**src/sv/ahwd_ram.sv**
```systemverilog
// generic single-write, registered-read memory
module ahwd_ram #(
  parameter int WIDTH = 8,
  parameter int DEPTH = 16
) (
  input  logic                                   clk,
  input  logic                                   we,
  input  logic [(DEPTH > 1 ? $clog2(DEPTH) : 1)-1:0] waddr,
  input  logic [WIDTH-1:0]                       wdata,
  input  logic [(DEPTH > 1 ? $clog2(DEPTH) : 1)-1:0] raddr,
  output logic [WIDTH-1:0]                       rdata
);

  logic [WIDTH-1:0] mem_r [DEPTH];
  logic [WIDTH-1:0] rdata_r;

  always_ff @(posedge clk) begin
    if (we) begin
      mem_r[waddr] <= wdata;
    end
    rdata_r <= mem_r[raddr];
  end

  assign rdata = rdata_r;

endmodule

```
**config.mk**
```make
export PLATFORM = sky130hd
export DESIGN_NAME = ahwd_ram
export DESIGN_NICKNAME = d
export VERILOG_FILES = /design/src/sv/ahwd_ram.sv
export SDC_FILE = /design/constraint.sdc
export NUM_CORES = 1
export LEC_CHECK = 0
export BUFFER_PORTS_ARGS = -buffer_cell sky130_fd_sc_hd__buf_2
export CAP_MARGIN = 10
export CORE_MARGIN = 4
export CORE_UTILIZATION = 50
export DETAILED_ROUTE_END_ITERATION = 8
export GPL_TIMING_DRIVEN = 0
export PLACE_DENSITY = 0.67
export SYNTH_ARGS = -nofsm -noshare
export SYNTH_HDL_FRONTEND = slang
export SYNTH_SLANG_ARGS = --single-unit
```
**constraint.sdc**
```tcl
create_clock -name clk -period 5 [get_ports clk]
set_input_delay 1.25 -clock clk [delete_from_list [all_inputs] [get_ports clk]]
set_output_delay 1.25 -clock clk [all_outputs]
set_load 0.005 [all_outputs]
```
* Yosys cells after proc, flatten, opt, wreduce, memory -nomap -nowiden
Memory sizes are Yosys's and may differ from the RTL's. A register that Yosys moved wholly into a read port is not among the register bits. Cells that the tools add are included.
Storage, ports and cells: word-level logic and storage cells 3, memories 1, memory bits (read-only) 0, input bits 18, bits in writable memories 128, register bits after elaboration 0, latch bits 0
Operators by class: multiply operators 0, reduce and logical (&&, ||, !) cells 0, equality and inequality tests 0, $lt $le $gt $ge 0, add/subtract/negate cells 0, muxes and demuxes 2, bitwise operators 0, shifts and indexed selects 0, divide/modulo/power cells 0
Memory list:
- mem_r | depth 16, width 8, rd ports 1, clocked after Yosys merged registers in 1, write ports 1, RTL line 14 | logic [WIDTH-1:0] mem_r [DEPTH];
Operators with widths (number):
- 1-bit 2-to-1 mux | 2

* Longest topological paths before layout
depth after elaboration 2, gate-level depth with buffers 5

* Worst setup path after synthesis
No wires, ideal clock.
path type input port to flip-flop, start point in waddr[2] (netlist name), end point mem mem_r[0][0], enable pin, path buffers 0, stages on the path 2, slack 2.257 ns, data arrival time 2.360 ns, data required time 4.617 ns, cells stage by stage or3b_2 > nor3_1
RTL lines:
- start: declaration | RTL line 8 | input logic [(DEPTH > 1 ? $clog2(DEPTH) : 1)-1:0] waddr,
- end: declaration | RTL line 14
No word-level cell before the write port.

* Final worst setup path
start point in waddr[2] (netlist name), end point mem mem_r[0][4], enable pin
No word-level cell before the write port.

==> results.cfg <==
[critical_path]
path_buf_inv = 2
path_class = in2reg
crit_family = simple AND/OR/NAND/NOR gates
critPathMaxStageDelay_ns = 0.55
r2r_slack_ns = 3.58
path_max_fanout = 5
start_kind = input port
cp.arrival_ns = 2.75
crit_chain = buf_2 > or3b_2 > nor3_1 > buf_2
reg2reg_to = rdata[3]$_DFF_P_
slowest_stage = nor3_1
path_common_cell = buf_2
reg2reg_from = mem_r[5][3]$_DFFE_PP_
reg2reg_depth = 3
critPathRequiredTime_ns = 5.21
end_kind = flop

[cells_and_area]
area_growth_pct = 17.5
mostFrequentLayoutCells = 128 x edfxtp_1, 29 x buf_2, 18 x mux4_2
layoutNonFillerInstCount = 422
final_nets = 294
final_common_cell = edfxtp_1
num_antenna_cells = 0
drive_above_1_share_pct = 29.4
utilization_pct = 61.0

[routing]
drtPass1Iterations = 5
drt_iter0_drc = 170
wl_um = 9740
vias = 2379
ant_nets = 0
wl_per_cell_um = 23.1
vias_per_cell = 5.64
drc = 0

[sta]
maxSlewHeadroom_pct = 44.0
period_needed_ns = 2.54
max_clock_freq_mhz = 393
finClkSkew_ns = 0.00728
tightest_slew_ns = 0.836
maxSlewViolCount = 0
finalHoldViolations = 0
setup_viol_count_final = 0
fin_ws_ns = 2.46
rsz0062_at_grt = no
tns_ns = 0
post-route-period-util_pct = 50.8

[pwr]
ir_worst_vdd_uv = 259
p_per_area_nw_per_um2 = 435
p_leak_nw = 2.05

[synth]
yosysWarnings = 0
synthSimpleGateAreaFrac_pct = 3.18
synth_xor_area_share_pct = 0
yosys.area.top_type = edfxtp_1
syn_area_um2 = 5150
synthMuxAreaShare_pct = 15.0
synth_fa_ha_area_share_pct = 0
yosys-top-cells-area = edfxtp_1 75%, mux4_2 7.9%, mux4_1 7.1%
synth_top_cell_area_share_pct = 74.7
yosysUniqueCellTypes = 19
syn-mean-instance-area_um2 = 22.5
synth_compound_area_share_pct = 2.33
synth_seq_cells = 136
synth_top_family_by_area = multiplexers
yosysSeqAreaShare_pct = 77.8
synth_nets = 247
syn_inst = 229

[clock_tree]
hold_buffers = 0
cts_buffers = 17
cts_setup_buffers = 0
h-tree-depth = 4
cts_resized = 0
ctsRootBufferMaster = clkbuf_8
clk_pin_slew_ns = 0.06
clock_path_buffers = 2
cts_sinks = 136
clkLatencyLatePin_ns = 0.50
cts_tree = yes

[placement]
port_buffers = 24
gp_congestion = 0.734
pre_cts_ws_ns = 1.72
dp.cells = 387
dp_hpwl_um = 6050

[die]
initial_core_util_pct = 51.9
io_pins = 26
die_w_um = 109
die_area_um2 = 12000
fp.dieH_um = 109
coreArea_um2 = 9910
rows = 36

[hold_path]
hold-path-endpoint = rdata[1]$_DFF_P_
min_from = mem_r[0][1]$_DFFE_PP_
hold_class = reg2reg
hold_depth = 3

[grt]
first_global_vias = 2406
grt.total_usage_pct = 18.1
grt_start_max_net_pins = 17
overflow = 0
grt_pass1_wl_um = 14800
antenna_found_initial = 0

[run]
maxCapViolations = 0

[outcome]
status = finished clean
==> registers in the layout (all words and copies together) (netlist names) <==
register / flops
rdata: 8
mem_r: 128
==> final cells by class <==
| cell class | count | area (um2) |
|---|---|---|
| Sequential cell | 136 | 4000 |
| Fill cell | 711 | 3860 |
| Multi-Input combinational cell | 83 | 1060 |
| Clock buffer | 24 | 470 |
| Tap cell | 133 | 166 |
| Timing Repair Buffer | 28 | 145 |
| Clock inverter | 8 | 119 |
| Buffer | 10 | 86.3 |
==> cells in the mapped netlist <==
library cell / n
buf_6: 3
dfxtp_1: 8
mux4_1: 14
nor2b_1: 1
nand3_1: 1
nand3b_1: 2
buf_2: 3
mux4_2: 18
nand2b_1: 2
nor3_1: 4
edfxtp_1: 128
clkdlybuf4s25_2: 3
nor2_1: 13
or3b_2: 1
nand2_1: 9
and2_1: 1
buf_4: 1
a22oi_1: 16
and2b_1: 1
==> cell families after synthesis <==
kind of cell,after synthesis
AND/OR/NAND/NOR,35
multiplexers,32
buffers and inverters,10
flip-flops,136
AO/OA/AOI/OAI,16
==> routing by layer <==
layer	part of all wire [%]	up-vias	wire (um)	GRT usage, %
met2	48	81	4670	26.9
met3	6.4	4	625	4.87
met1	45	1227	4380	26.5
met5	0	-	0	0
met4	0.65	0	63	5.43
li1	-	1067	-	-
==> per-stage QoR <==
step / area (um2) / power, mW / hold slack [ns]
finish: 6050 / 2.63 / 0.694
global route: 6050 / 2.71 / 0.743
CTS: 6030 / 2.65 / 0.697
detailed placement: 5440 / 1.43 / 0.685
global placement: 5430 / 1.42 / 0.664
floorplan: 5150 / 1.37 / 0.629
==> worst max-delay path by stage <==
| stage | start | to | slack, ns | cells past startpoint |
|---|---|---|---|---|
| 4_1_cts | waddr[2] | mem_r[0][7]$_DFFE_PP_ | 2.25 | 3 |
| 5_1_grt | waddr[2] | mem_r[0][4]$_DFFE_PP_ | 2.50 | 4 |
| 2_1_floorplan | waddr[2] | mem_r[0][0]$_DFFE_PP_ | 2.26 | 2 |
| 3_3_place_gp | waddr[2] | mem_r[0][4]$_DFFE_PP_ | 1.70 | 3 |
| 6_report | waddr[2] | mem_r[0][4]$_DFFE_PP_ | 2.46 | 4 |
| 3_5_place_dp | waddr[2] | mem_r[0][4]$_DFFE_PP_ | 1.72 | 3 |
==> where the power goes <==
group	internal, mW	switching [mW]	total, mW
clock network	0.797	0.430	1.23
logic	0.0509	0.0697	0.121
registers	1.28	0.00573	1.28
total	2.12	0.506	2.63
==> tightest hold or removal path: stages, from the launching register on <==
cell,delay (ns)
edfxtp_1,0.31
mux4_1,0.22
a22oi_1,0.08
nand2_1,0.06
Power figures use the tool's default switching activity.
