==> src/sv/ahwd_pkg.sv <==
// shared types and constants for the anagram window hash dedup block
package ahwd_pkg;

  localparam logic [29:0] HASH_MOD = 30'd1000000007;
  localparam logic [26:0] FOLD_C   = 27'd73741817;
  localparam logic [7:0]  BASE_A   = 8'd137;
  localparam logic [7:0]  BASE_B   = 8'd139;
  localparam int          ALPHABET = 26;

  localparam logic [1:0] OP_PATTERN = 2'd0;
  localparam logic [1:0] OP_TEXT    = 2'd1;
  localparam logic [1:0] OP_CLEAR   = 2'd2;
  localparam logic [1:0] OP_UNUSED  = 2'd3;

  typedef struct packed {
    logic [1:0] opcode;
    logic [4:0] letter;
  } in_t;

  typedef struct packed {
    logic        window_match;
    logic [29:0] hash_first;
    logic [29:0] hash_second;
    logic        first_seen;
    logic [10:0] distinct_total;
    logic        store_full;
  } out_t;

  typedef struct packed {
    logic        start;
    logic [29:0] a;
    logic [7:0]  m;
    logic [4:0]  add;
  } mm_req_t;

  typedef struct packed {
    logic        done;
    logic [29:0] res;
  } mm_rsp_t;

endpackage

==> src/sv/ahwd_mulmod.sv <==
// iterative (a * m + add) mod 1e9+7 unit, one fold per cycle
module ahwd_mulmod (
  input  logic             clk,
  input  logic             rst_n,
  input  ahwd_pkg::mm_req_t req,
  output ahwd_pkg::mm_rsp_t rsp
);

  logic        busy_r, busy_nxt;
  logic        done_r, done_nxt;
  logic [37:0] x_r, x_nxt;
  logic [29:0] res_r, res_nxt;

  always_comb begin
    busy_nxt = busy_r;
    done_nxt = 1'b0;
    x_nxt    = x_r;
    res_nxt  = res_r;
    if (req.start) begin
      x_nxt    = 38'(req.a) * 38'(req.m) + 38'(req.add);
      busy_nxt = 1'b1;
    end else if (busy_r) begin
      if (x_r[37:30] != 8'd0) begin
        x_nxt = 38'(x_r[37:30]) * 38'(ahwd_pkg::FOLD_C) + 38'(x_r[29:0]);
      end else begin
        res_nxt  = (x_r[29:0] >= ahwd_pkg::HASH_MOD) ?
                   x_r[29:0] - ahwd_pkg::HASH_MOD : x_r[29:0];
        done_nxt = 1'b1;
        busy_nxt = 1'b0;
      end
    end
  end

  always_ff @(posedge clk) begin
    if (!rst_n) begin
      busy_r <= 1'b0;
      done_r <= 1'b0;
    end else begin
      busy_r <= busy_nxt;
      done_r <= done_nxt;
    end
    x_r   <= x_nxt;
    res_r <= res_nxt;
  end

  assign rsp.done = done_r;
  assign rsp.res  = res_r;

endmodule

==> config.mk <==
export PLATFORM = sky130hd
export DESIGN_NAME = ahwd_mulmod
export DESIGN_NICKNAME = d
export VERILOG_FILES = /design/src/sv/ahwd_pkg.sv /design/src/sv/ahwd_mulmod.sv
export SDC_FILE = /design/constraint.sdc
export NUM_CORES = 1
export LEC_CHECK = 0
export BUFFER_PORTS_ARGS = -buffer_cell sky130_fd_sc_hd__buf_2
export CAP_MARGIN = 20
export CORE_UTILIZATION = 45
export CTS_BUF_LIST = sky130_fd_sc_hd__clkbuf_4
export DETAILED_ROUTE_END_ITERATION = 8
export PLACE_DENSITY = 0.71
export RECOVER_POWER = 100
export REMOVE_ABC_BUFFERS = 1
export SYNTH_ARGS = -nofsm -noshare
export SYNTH_HDL_FRONTEND = slang
export SYNTH_SLANG_ARGS = --single-unit
==> constraint.sdc <==
create_clock -name clk -period 6.55 [get_ports clk]
set_clock_uncertainty 0.1 [all_clocks]
set_input_delay 1.31 -clock clk [delete_from_list [all_inputs] [get_ports clk]]
set_output_delay 1.31 -clock clk [all_outputs]
set_load 0.05 [all_outputs]
After elaboration in Yosys (flattened, before gate mapping):

Index checks and enable logic that the tools add are counted.

* add/sub/neg operators: 3
* $mul: 2
* order comparisons: 1
* multiplexer cells: 8
* bitwise operators: 4
* reductions and logical operators: 6

Operators by type and width (number)
* $mux 38: 3
* $add 38x5->38: 1
* $mul 30x8->38: 1
* $add 35x30->36: 1
* $mul 8x27->35 const B: 1
* $ge 30x30->1 const B: 1
* $mux 30: 1
* $sub 30x30->30 const B: 1
* $reduce_bool 8->1: 1
* $mux 1: 4
* $not 1->1: 4
* $reduce_bool 2->1: 2
* $reduce_and 3->1: 1
* $reduce_or 3->1: 1
* $reduce_and 2->1: 1

* register bits: 70
* input port bits: 46
* output and inout bits: 31
* logic and storage cells: 28

Depth between registers and ports, before layout:

Gate-level depths: netlist of run 1.

* word-level depth: 5
* depth in mapped cells: 20
* mapped depth without buffers: 19

Least setup slack after synthesis of run 1:

Ideal clock, no wire load.

* path type: input to register
* start: input req[7] in the netlist's numbering
* end: register x_r[37] (data pin)
* setup time: 0.260 ns
* data arrival time: 5.717 ns
* required time: 6.190 ns
* path slack: 0.473 ns
* stages: 18
* buffers on the path: 1
* cells stage by stage: clkbuf_1 > nand2_1 > fa_1 > fa_1 > inv_1 > fa_1 > inv_1 > fa_1 > inv_1 > ha_1 > o211ai_1 > a211oi_1 > nor2_1 > o221ai_1 > o21ai_1 > o31a_1 > a31oi_1 > mux2_2

* word-level cells in the longest chain between the ends: 3

Ends and longest elaborated chain
* start, declared: RTL line ahwd_mulmod.sv:5 `input ahwd_pkg::mm_req_t req,`
* $mul 30x8->38: RTL line ahwd_mulmod.sv:20 `x_nxt = 38'(req.a) * 38'(req.m) + 38'(req.add);`
* $add 38x5->38: RTL line ahwd_mulmod.sv:20
* $mux 38: RTL line ahwd_mulmod.sv:19 `if (req.start) begin`
* end signal, assigned: RTL line ahwd_mulmod.sv:42 `x_r <= x_nxt;`
* end, declared: RTL line ahwd_mulmod.sv:11 `logic [37:0] x_r, x_nxt;`

Every way passes these cells.
A chain may end at the register's enable or synchronous reset.

Worst setup path after layout of run 1:

* start: input req[5] in the netlist's numbering
* end: register x_r[31] (data pin)

* word-level cells in the longest chain between the ends: 3

Ends and longest elaborated chain (RTL line)
* $mul 30x8->38: ahwd_mulmod.sv:20
* $add 38x5->38: ahwd_mulmod.sv:20
* $mux 38: ahwd_mulmod.sv:19
* net x_nxt[31]: ahwd_mulmod.sv:11

The timed path passes the listed nets, and every way through them passes these cells.

==> metrics.md, run 1 <==
| Metric | Value |
|---|---|
| Status | finished, violations left |
| Failing checks | max-capacitance violations, max-slew violations |
| Worst min-delay path class | flip-flop to flip-flop |
| Mapped cell area | 0.0159 mm² |
| Antenna violations before repair | 1 |
| Count of final max-slew check failures | 46 |
| Initial core utilization | a little under half |
| Cells after synthesis | between 1500 and 2000 |
| Die height | between 150 and 200 µm |
| Placer Congestion | between 0.9 and 1 |
| Share of cells above drive strength 1 | roughly 5.8% |
| Minimum clock period | 6.24 ns |
| Clock sinks | 70 |
| Final Util | between 40 and 50% |
| GRT Total Usage | roughly a fifth |
| Max Root-Sink Buffers | 2 |
| Average routed wire per standard cell | between 15 and 20 µm |
| Remaining antenna violation count | 0 |
| Commonest cells after routing, fill and taps aside | inv_1 (386), fa_1 (253), and2_1 (210) |
| CTS tree | done |
| Multi-input gate area | 0.0122 mm² |
| Synth Register Bits | 70 |
| Slew of the pin with the lowest slew margin | 1.87 ns |
| 1st-iter DRT viols | 644 |
| Part of the Yosys area used for sequential elements | 13.1% |
| Clock Latency Late Sink | 0.46 ns |
| GRT overflow | 0 |
| Fin nets | about 2300 |
| Final Hold Viols | 0 |
| Yosys warning total | 0 |
| RSZ-0062 raised after global routing | false |
| WS Path Type | primary input to flip-flop |
| Die width | around 190 µm |
| Crit Path Max Fanout | 19 |
| Vias per cell | roughly 5.2 |
| Final wirelength | between 30 and 40 mm |
| Achievable Freq | 0.160 GHz |
| Worst path arrival time | between 6 and 7 ns |
| Reg2reg path depth | 17 |
| Postcts setup bufs | 0 |
| Slew margin rel. | -24.8% |
| Number of buffers created by CTS | 9 |
| Syn_area_per_cell | about 9 µm² |
| Fin crit share | between 90 and 100% |
| Std cell rows | slightly below 70 |
| Hold_sp | x_r[27]$_DFFE_PP_ |
| DRC | 0 |
| Number of fill cells | 3312 |
| Via count | around 12000 |
| FF/Latch Area | roughly 0.0021 mm² |
| Critical Path End Type | flip-flop |
| Core Area | 0.0347 mm² |
| First-pass GRT wire length | between 60 and 70 mm |
| Cts repair resizes | 0 |
| Synth Flop Type | edfxtp_1 |
| Setup violators final | 0 |
| Startpoint Class | primary input |
| CTS Root Cell | clkbuf_4 |
| R2R setup slack | about 0.57 ns |
| Final Hold Slack | about 0.53 ns |
| Crit. Startpoint | req[5] |
| H-tree lvl count | 3 |
| Worst EP required | between 6 and 7 ns |
| 1st-pass router iterations | 7 |
| Post-synth ARST share | 0% |
| Worst R2R Start | x_r[30]$_DFFE_PP_ |
| Hold_buf cts | 0 |
| Ports | 77 |
| Setup_tns | 0 ns |
| Largest net degree at the start of global routing | 56 |
| HPWL after DPL | between 30 and 40 mm |
| Yosys cell types | 65 |
| Layout overhead on the synthesized area | 6.71% |
| Commonest non-fill, non-tap cell in the layout | inv_1 |
| Post-synth EDFFs | between 60 and 70 |
| Number of I/O port buffers | 76 |
| Max cap viols | 3 |
| Vias in the first global route | approximately 12000 |
| Die ar. | 0.0362 mm² |
| Hold Path Depth | 1 |
| Clock transition at path regs | 0.11 ns |
==> flip-flops by register name (all words and copies together), names as in the netlist <==
name,count
busy_r,1
done_r,1
res_r,30
x_r,38
==> kinds of logic after synthesis <==
group           synth area share, %
simple gates                   15.7
fa+ha+maj                      46.1
buf+inv                        10.2
compound gates                 9.99
xor+xnor                       3.95
flops                          13.1
mux                           0.926
==> cell type report <==
class | count | area share, %
Clock inverter | 3 | 0.0735
Inverter | 386 | 8.52
Tap cell | 455 | 3.35
Clock buffer | 12 | 0.529
Timing Repair Buffer | 111 | 3.42
Multi-Input combinational cell | 1226 | 71.9
Antenna cell | 1 | 0.0147
Sequential cell | 70 | 12.2
==> through the flow <==
stage / area [µm²] / cells / setup WS, ns
global route: 17000 / 2264 / 0.0593
CTS: 17100 / 2263 / 0.472
global placement: 17000 / 2248 / 0.0510
finish: 17000 / 2264 / 0.312
floorplan: 15800 / 1682 / 0.697
detailed placement: 17000 / 2248 / 0.0157
==> critical path: stages <==
cell,delay [ns]
buf_2,0.32
clkbuf_1,0.44
and2_1,0.22
ha_1,0.14
inv_1,0.06
fa_1,0.49
inv_1,0.05
fa_1,0.53
inv_1,0.05
fa_1,0.49
inv_1,0.04
ha_1,0.39
a21o_1,0.20
a21o_1,0.17
a21oi_1,0.26
o221ai_1,0.23
o21ai_1,0.27
buf_4,0.17
o21ai_0,0.11
xnor2_1,0.14
a221oi_1,0.30
==> path summary, 6_finish.rpt <==
path                          to
max            x_r[31]$_DFFE_PP_
min          res_r[27]$_DFFE_PP_
max reg2reg    x_r[31]$_DFFE_PP_
min reg2reg  res_r[27]$_DFFE_PP_
==> cell usage after synthesis, types with 5 or more instances <==
cell type	instances	area [µm²]
a211o_1	5	43.8
a211oi_1	11	82.6
a21o_1	39	293
a21oi_1	73	365
a31oi_1	8	50.1
and2_1	214	1340
and3_1	9	56.3
clkbuf_1	38	143
edfxtp_1	68	2040
fa_1	253	5060
ha_1	183	2290
inv_1	386	1450
mux2_2	6	67.6
mux2i_1	8	80.1
nand2_1	91	342
nand2b_1	11	68.8
nand3_1	20	100
nand4_1	9	56.3
nor2_1	52	195
nor2b_1	10	62.6
nor3_1	10	50.1
o211ai_1	9	67.6
o21a_1	5	37.5
o21ai_0	45	225
o21bai_1	11	82.6
o31ai_1	7	52.6
or3_1	11	68.8
xnor2_1	43	377
xor2_1	29	254
==> per-layer routing <==
layer / track usage (%) / up-vias / routed length (µm)
met5: 0 / - / 0
met4: 5.57 / 0 / 694
met3: 1.75 / 44 / 1600
met2: 35.3 / 292 / 16800
met1: 29.7 / 5758 / 17100
li1: - / 5627 / -
Power of run 1 is not shown: default switching activity piles up to over one toggle a cycle in this logic, so the estimate is an artifact.
==> inputs of run 2 (changes only) <==
--- a/config.mk
+++ b/config.mk
@@ -6,13 +6,14 @@
 export NUM_CORES = 1
 export LEC_CHECK = 0
 export BUFFER_PORTS_ARGS = -buffer_cell sky130_fd_sc_hd__buf_2
-export CAP_MARGIN = 20
+export CAP_MARGIN = 25
 export CORE_UTILIZATION = 45
 export CTS_BUF_LIST = sky130_fd_sc_hd__clkbuf_4
 export DETAILED_ROUTE_END_ITERATION = 8
 export PLACE_DENSITY = 0.71
 export RECOVER_POWER = 100
 export REMOVE_ABC_BUFFERS = 1
+export SETUP_SLACK_MARGIN = 0.5
 export SYNTH_ARGS = -nofsm -noshare
 export SYNTH_HDL_FRONTEND = slang
 export SYNTH_SLANG_ARGS = --single-unit
==> run 2 against run 1 <==
Highest routed layer unchanged. Register-to-register slack improved by 0.13 ns. Utilization rose by 0.17 points. Final area rose by 0.35%. Hold slack barely moved. First-iteration DRC count rose by 0.47%. The run still ends with max-capacitance violations, max-slew violations left.
==> metrics.md, run 2 (same netlist as run 1, synthesis figures left out) <==
| Metric | Value |
|---|---|
| Startpoint Class | primary input |
| CTS Root Cell | clkbuf_4 |
| Layout overhead on the synthesized area | 7.09% |
| Biggest register | x_r |
| Slew of the pin with the lowest slew margin | ~2.6 ns |
| Ports | 77 |
| Core Area | 0.0347 mm² |
| Die width | approximately 190 µm |
| First-pass GRT wire length | around 61 mm |
| Wire length on met3 | 1.50 mm |
| WS Path Type | primary input to flip-flop |
| Max reg flops | 38 |
| R2R setup slack | roughly 0.7 ns |
| CTS tree | done |
| Achievable Freq | roughly 0.16 GHz |
| Crit Path Max Fanout | 18 |
| Average routed wire per standard cell | 16.0 µm |
| Largest net degree at the start of global routing | 56 |
| Setup violators final | 0 |
| 1st-iter DRT viols | approximately 650 |
| Max Root-Sink Buffers | 2 |
| DRC | 0 |
| H-tree lvl count | 3 |
| Minimum clock period | about 6.2 ns |
| Vias per cell | about 5.2 |
| Final Hold Viols | 0 |
| Fin cells | 2266 |
| Placed insts | ~2200 |
| Fin crit share | a little over nine tenths |
| Commonest non-fill, non-tap cell in the layout | inv_1 |
| Number of I/O port buffers | 76 |
| WL met1 | 17.3 mm |
| Final wirelength | ~36 mm |
| RSZ-0062 raised after global routing | true |
| Setup_tns | 0 ns |
| Critical Path End Type | flip-flop |
| Worst path arrival time | between 6 and 7 ns |
| GRT Total Usage | around a fifth |
| Largest regs | x_r x38, res_r x30 |
| Number of buffers created by CTS | 9 |
| HPWL after DPL | around 31 mm |
| Initial core utilization | between 40% and 50% |
| 1st-pass router iterations | 7 |
| Count of final max-slew check failures | 102 |
| Metal2 WL | around 17 mm |
| Vias in the first global route | roughly 12000 |
| Fin nets | ~2300 |
| GRT overflow | 0 |
| Remaining antenna violation count | 0 |
| Slew margin rel. | -71.0% |
| Worst EP required | 6.72 ns |
| Top sig layer | met4 |
| Post-place setup slack | about 0.016 ns |
| Placer Congestion | around 0.94 |
| Std cell rows | 68 |
| Final Util | approximately half |
| Max cap viols | 3 |
| Worst min-delay path class | flip-flop to flip-flop |
| Die ar. | 0.0362 mm² |
| Setup WS post-layout | 0.363 ns |
| Die height | around 190 µm |
| Hold_buf cts | 0 |
| Antenna violations before repair | 1 |
| Share of cells above drive strength 1 | roughly 6.1% |
| Commonest cells after routing, fill and taps aside | inv_1 (386), fa_1 (253), and2_1 (208) |
| Failing checks | max-capacitance violations, max-slew violations |
| Clock Latency Late Sink | between 0.4 and 0.5 ns |
| Clock transition at path regs | ~0.11 ns |
| Clock sinks | 70 |
| Via count | approximately 12000 |
| Status | finished, violations left |
## run 2: changes by cell type in the layout (fill, tap and decap cells not counted), sizes merged
cell / change
buf: -7
clkbuf: +9
## run 2: worst paths after layout
kind         depth (start not counted)                     to               from
max reg2reg                         18      x_r[32]$_DFFE_PP_  x_r[32]$_DFFE_PP_
max                                 17  x_r[36]$_SDFFCE_PN0P_            req[10]
min                                  1    res_r[27]$_DFFE_PP_  x_r[27]$_DFFE_PP_
min reg2reg                          1    res_r[27]$_DFFE_PP_  x_r[27]$_DFFE_PP_
## run 2: cell type report
class,instances,area (µm²)
fill,3308,17600
sequential,70,2080
tap,455,569
timing repair buffer,113,623
inverter,386,1450
antenna,1,2.50
clock inverter,3,12.5
clock buffer,12,90.1
multi-input combinational,1226,12200
## run 2: critical path, cell delays in order
cell and delay (ns):
clkbuf_4 0.22, and2_0 0.21, fa_1 0.55, fa_1 0.43, fa_1 0.49, inv_1 0.05
fa_1 0.47, inv_1 0.04, ha_1 0.33, and2_0 0.21, nor4_1 0.40, a211oi_1 0.24
o211a_1 0.31, o21ai_0 0.30, o21ai_1 0.16, a311oi_1 0.36, mux2i_1 0.28
## run 2: what timing repair did
item / 4_1_cts / 5_1_grt
setup buffers: 0 / 2
endpoints found under the setup margin: 2 / 14
resized for setup: 2 / 21
pin swaps: 0 / 2
## run 2: stage by stage
stage	instance area, µm²	hold slack (ns)
after floorplan	15800	0.456
final	17100	0.531
after global routing	17100	0.552
after global placement	17000	0.497
after CTS	17100	0.543
after detailed placement	17000	0.518
## run 2: per-layer routing
metal | GRT usage [%] | vias to the layer above
met5 | 0 | -
met4 | 5.57 | 0
met3 | 1.75 | 42
met2 | 35.3 | 296
met1 | 29.7 | 5755
li1 | - | 5634
Power of run 2 is left out for the same reason.
==> inputs of run 3 (changes only) <==
--- a/config.mk
+++ b/config.mk
@@ -13,7 +13,7 @@
 export PLACE_DENSITY = 0.71
 export RECOVER_POWER = 100
 export REMOVE_ABC_BUFFERS = 1
-export SETUP_SLACK_MARGIN = 0.5
+export SETUP_SLACK_MARGIN = 0.4
 export SYNTH_ARGS = -nofsm -noshare
 export SYNTH_HDL_FRONTEND = slang
 export SYNTH_SLANG_ARGS = --single-unit
==> run 3 against run 2 <==
The flow still finishes with violations (max-capacitance violations, max-slew violations). Register-to-register slack got worse by 0.15 ns. Die area unchanged. Final cell count stayed put. Utilization about the same. Final area barely moved. Via count grew 0.30%. Non-clock buffer count unchanged. Global-route usage barely moved. Hold slack about the same. Fmax rose by 0.88%. Largest cell class unchanged. Highest routed layer unchanged.
==> metrics.md, run 3 (same netlist as run 1, synthesis figures left out) <==
| Metric | Value |
|---|---|
| Core Area | 0.0347 mm² |
| Clock transition at path regs | approximately 0.11 ns |
| Largest regs | x_r x38, res_r x30 |
| WS Path Type | primary input to flip-flop |
| Via count | 11800 |
| Final wirelength | between 30 and 40 mm |
| Startpoint Class | primary input |
| RSZ-0062 raised after global routing | true |
| Hold Path Depth | 1 |
| Share of cells above drive strength 1 | roughly 6% |
| Slew of the pin with the lowest slew margin | roughly 2.6 ns |
| Biggest register | x_r |
| Slowest-stage cell, CP | fa_1 |
| Layout overhead on the synthesized area | 7.03% |
| Largest net degree at the start of global routing | between 50 and 60 |
| Hold_sp | x_r[27]$_DFFE_PP_ |
| Hold_buf cts | 0 |
| Crit path top cell by count | fa_1 |
| Worst EP required | between 6 and 7 ns |
| Hold EP | res_r[27]$_DFFE_PP_ |
| Reg2reg path depth | 18 |
| Critical path cell sequence | clkbuf_4 -> and2_0 -> fa_1 -> fa_1 -> fa_1 -> inv_1 -> fa_1 -> inv_1 -> ha_1 -> and2_0 -> nor4_1 -> a211oi_1 -> o211a_1 -> o21ai_1 -> o21ai_0 -> a311oi_1 -> mux2i_1 |
| Failing checks | max-capacitance violations, max-slew violations |
| FF-to-FF End | x_r[27]$_DFFE_PP_ |
| 1st-iter DRT viols | 659 |
| Initial core utilization | between 40 and 50% |
| Worst path arrival time | between 6 and 7 ns |
| Fin nets | about 2300 |
| H-tree lvl count | 3 |
| CP peak stage delay | 0.51 ns |
| Setup violators final | 0 |
| CTS Root Cell | clkbuf_4 |
| Number of buffers created by CTS | 9 |
| Worst min-delay path class | flip-flop to flip-flop |
| Multi-input gate area | about 0.012 mm² |
| Std cell rows | 68 |
| Count of final max-slew check failures | between 100 and 150 |
| Clock Latency Late Sink | 0.46 ns |
| GRT Total Usage | between 20% and 30% |
| Die ar. | ~0.036 mm² |
| Clock sinks | 70 |
| HPWL after DPL | 30.8 mm |
| Critical Path End Type | flip-flop |
| Achievable Freq | ~0.16 GHz |
| CTS tree | done |
| FF/Latch Area | ~0.0021 mm² |
| Top delay family on crit path | adder cells |
| Remaining antenna violation count | 0 |
| DRC | 0 |
| Antenna violations before repair | 1 |
| Commonest non-fill, non-tap cell in the layout | inv_1 |
| Fin crit share | 93.6% |
| First-pass GRT wire length | 61.2 mm |
| Number of I/O port buffers | 76 |
| Buffer and inverter count on the worst path | 3 |
| Slew margin rel. | -73.0% |
| Commonest cells after routing, fill and taps aside | inv_1 (386), fa_1 (253), and2_1 (208) |
| Average routed wire per standard cell | around 16 µm |
| 1st-pass router iterations | 7 |
| Vias in the first global route | approximately 12000 |
| Die height | 190 µm |
| Max cap viols | 4 |
| Setup_tns | 0 ns |
| Number of fill cells | 3306 |
| Status | finished, violations left |
| Crit Path Max Fanout | 20 |
| Worst R2R Start | x_r[35]$_SDFFCE_PN0P_ |
| GRT overflow | 0 |
| Die width | 190 µm |
| Max reg flops | 38 |
| Vias per cell | 5.19 |
| R2R setup slack | 0.55 ns |
| Placer Congestion | about 0.94 |
| Max Root-Sink Buffers | 2 |
| Ports | 77 |
| Minimum clock period | just over 6 ns |
| Final Hold Viols | 0 |
-- run 3: cell count changes in the layout (fill, tap and decap cells not counted) --
cell	before	now
ha_1	182	183
a221oi_2	1	0
o21ai_1	2	1
ha_2	1	0
a221oi_1	2	3
o21ai_0	44	45
-- run 3: worst max path at each step --
stage / start / end / cells past startpoint
after floorplan: req[19] / x_r[37]$_SDFFCE_PN0P_ / 16
after global placement: req[7] / x_r[35]$_SDFFCE_PN0P_ / 18
after detailed placement: req[8] / x_r[36]$_SDFFCE_PN0P_ / 17
after CTS: req[7] / x_r[36]$_SDFFCE_PN0P_ / 17
after global routing: req[7] / x_r[20]$_DFFE_PP_ / 17
final: req[7] / x_r[36]$_SDFFCE_PN0P_ / 17
-- run 3: cell type report --
type	instances	area share [%]
multi-input cells	1226	71.7
flip-flops and latches	70	12.2
inverters	386	8.49
repair buffers	113	3.65
well taps	455	3.34
clock buffers	12	0.528
clock inverters	3	0.0733
diodes	1	0.0147
-- run 3: what timing repair did --
action | 4_1_cts | 5_1_grt
setup buffers | 0 | 2
resized for setup | 0 | 15
setup endpoints to repair | 0 | 13
-- run 3: worst reg2reg max path: cells and delay by family, from the launching register on --
| family | cells | cell delay, ns |
|---|---|---|
| AOI/OAI and AO/OA | 5 | 1.33 |
| adders and majority gates | 5 | 2.58 |
| xor gates and xnor gates | 1 | 0.17 |
| buffers and inverters | 5 | 0.59 |
| DFF | 1 | 0.44 |
| and+or+nand+nor | 2 | 0.40 |
-- run 3: metal layers --
layer  GRT usage [%]  share of wire, %
met1            29.7                47
met2            35.3                46
met3            1.75               4.7
met5               0                 0
met4            5.57               1.9
-- run 3: metrics by stage --
step / hold slack, ns / instance area [µm²] / setup WS (ns) / cells / util (%)
2_1_floorplan: 0.456 / 15800 / 0.697 / 1682 / -
3_3_place_gp: 0.497 / 17000 / 0.0510 / 2248 / 48.9
3_5_place_dp: 0.518 / 17000 / 0.0157 / 2248 / 48.9
4_1_cts: 0.543 / 17100 / 0.472 / 2263 / 49.2
5_1_grt: 0.552 / 17100 / 0.206 / 2266 / 49.2
6_report: 0.531 / 17100 / 0.417 / 2266 / 49.2
Power of run 3 is left out for the same reason.
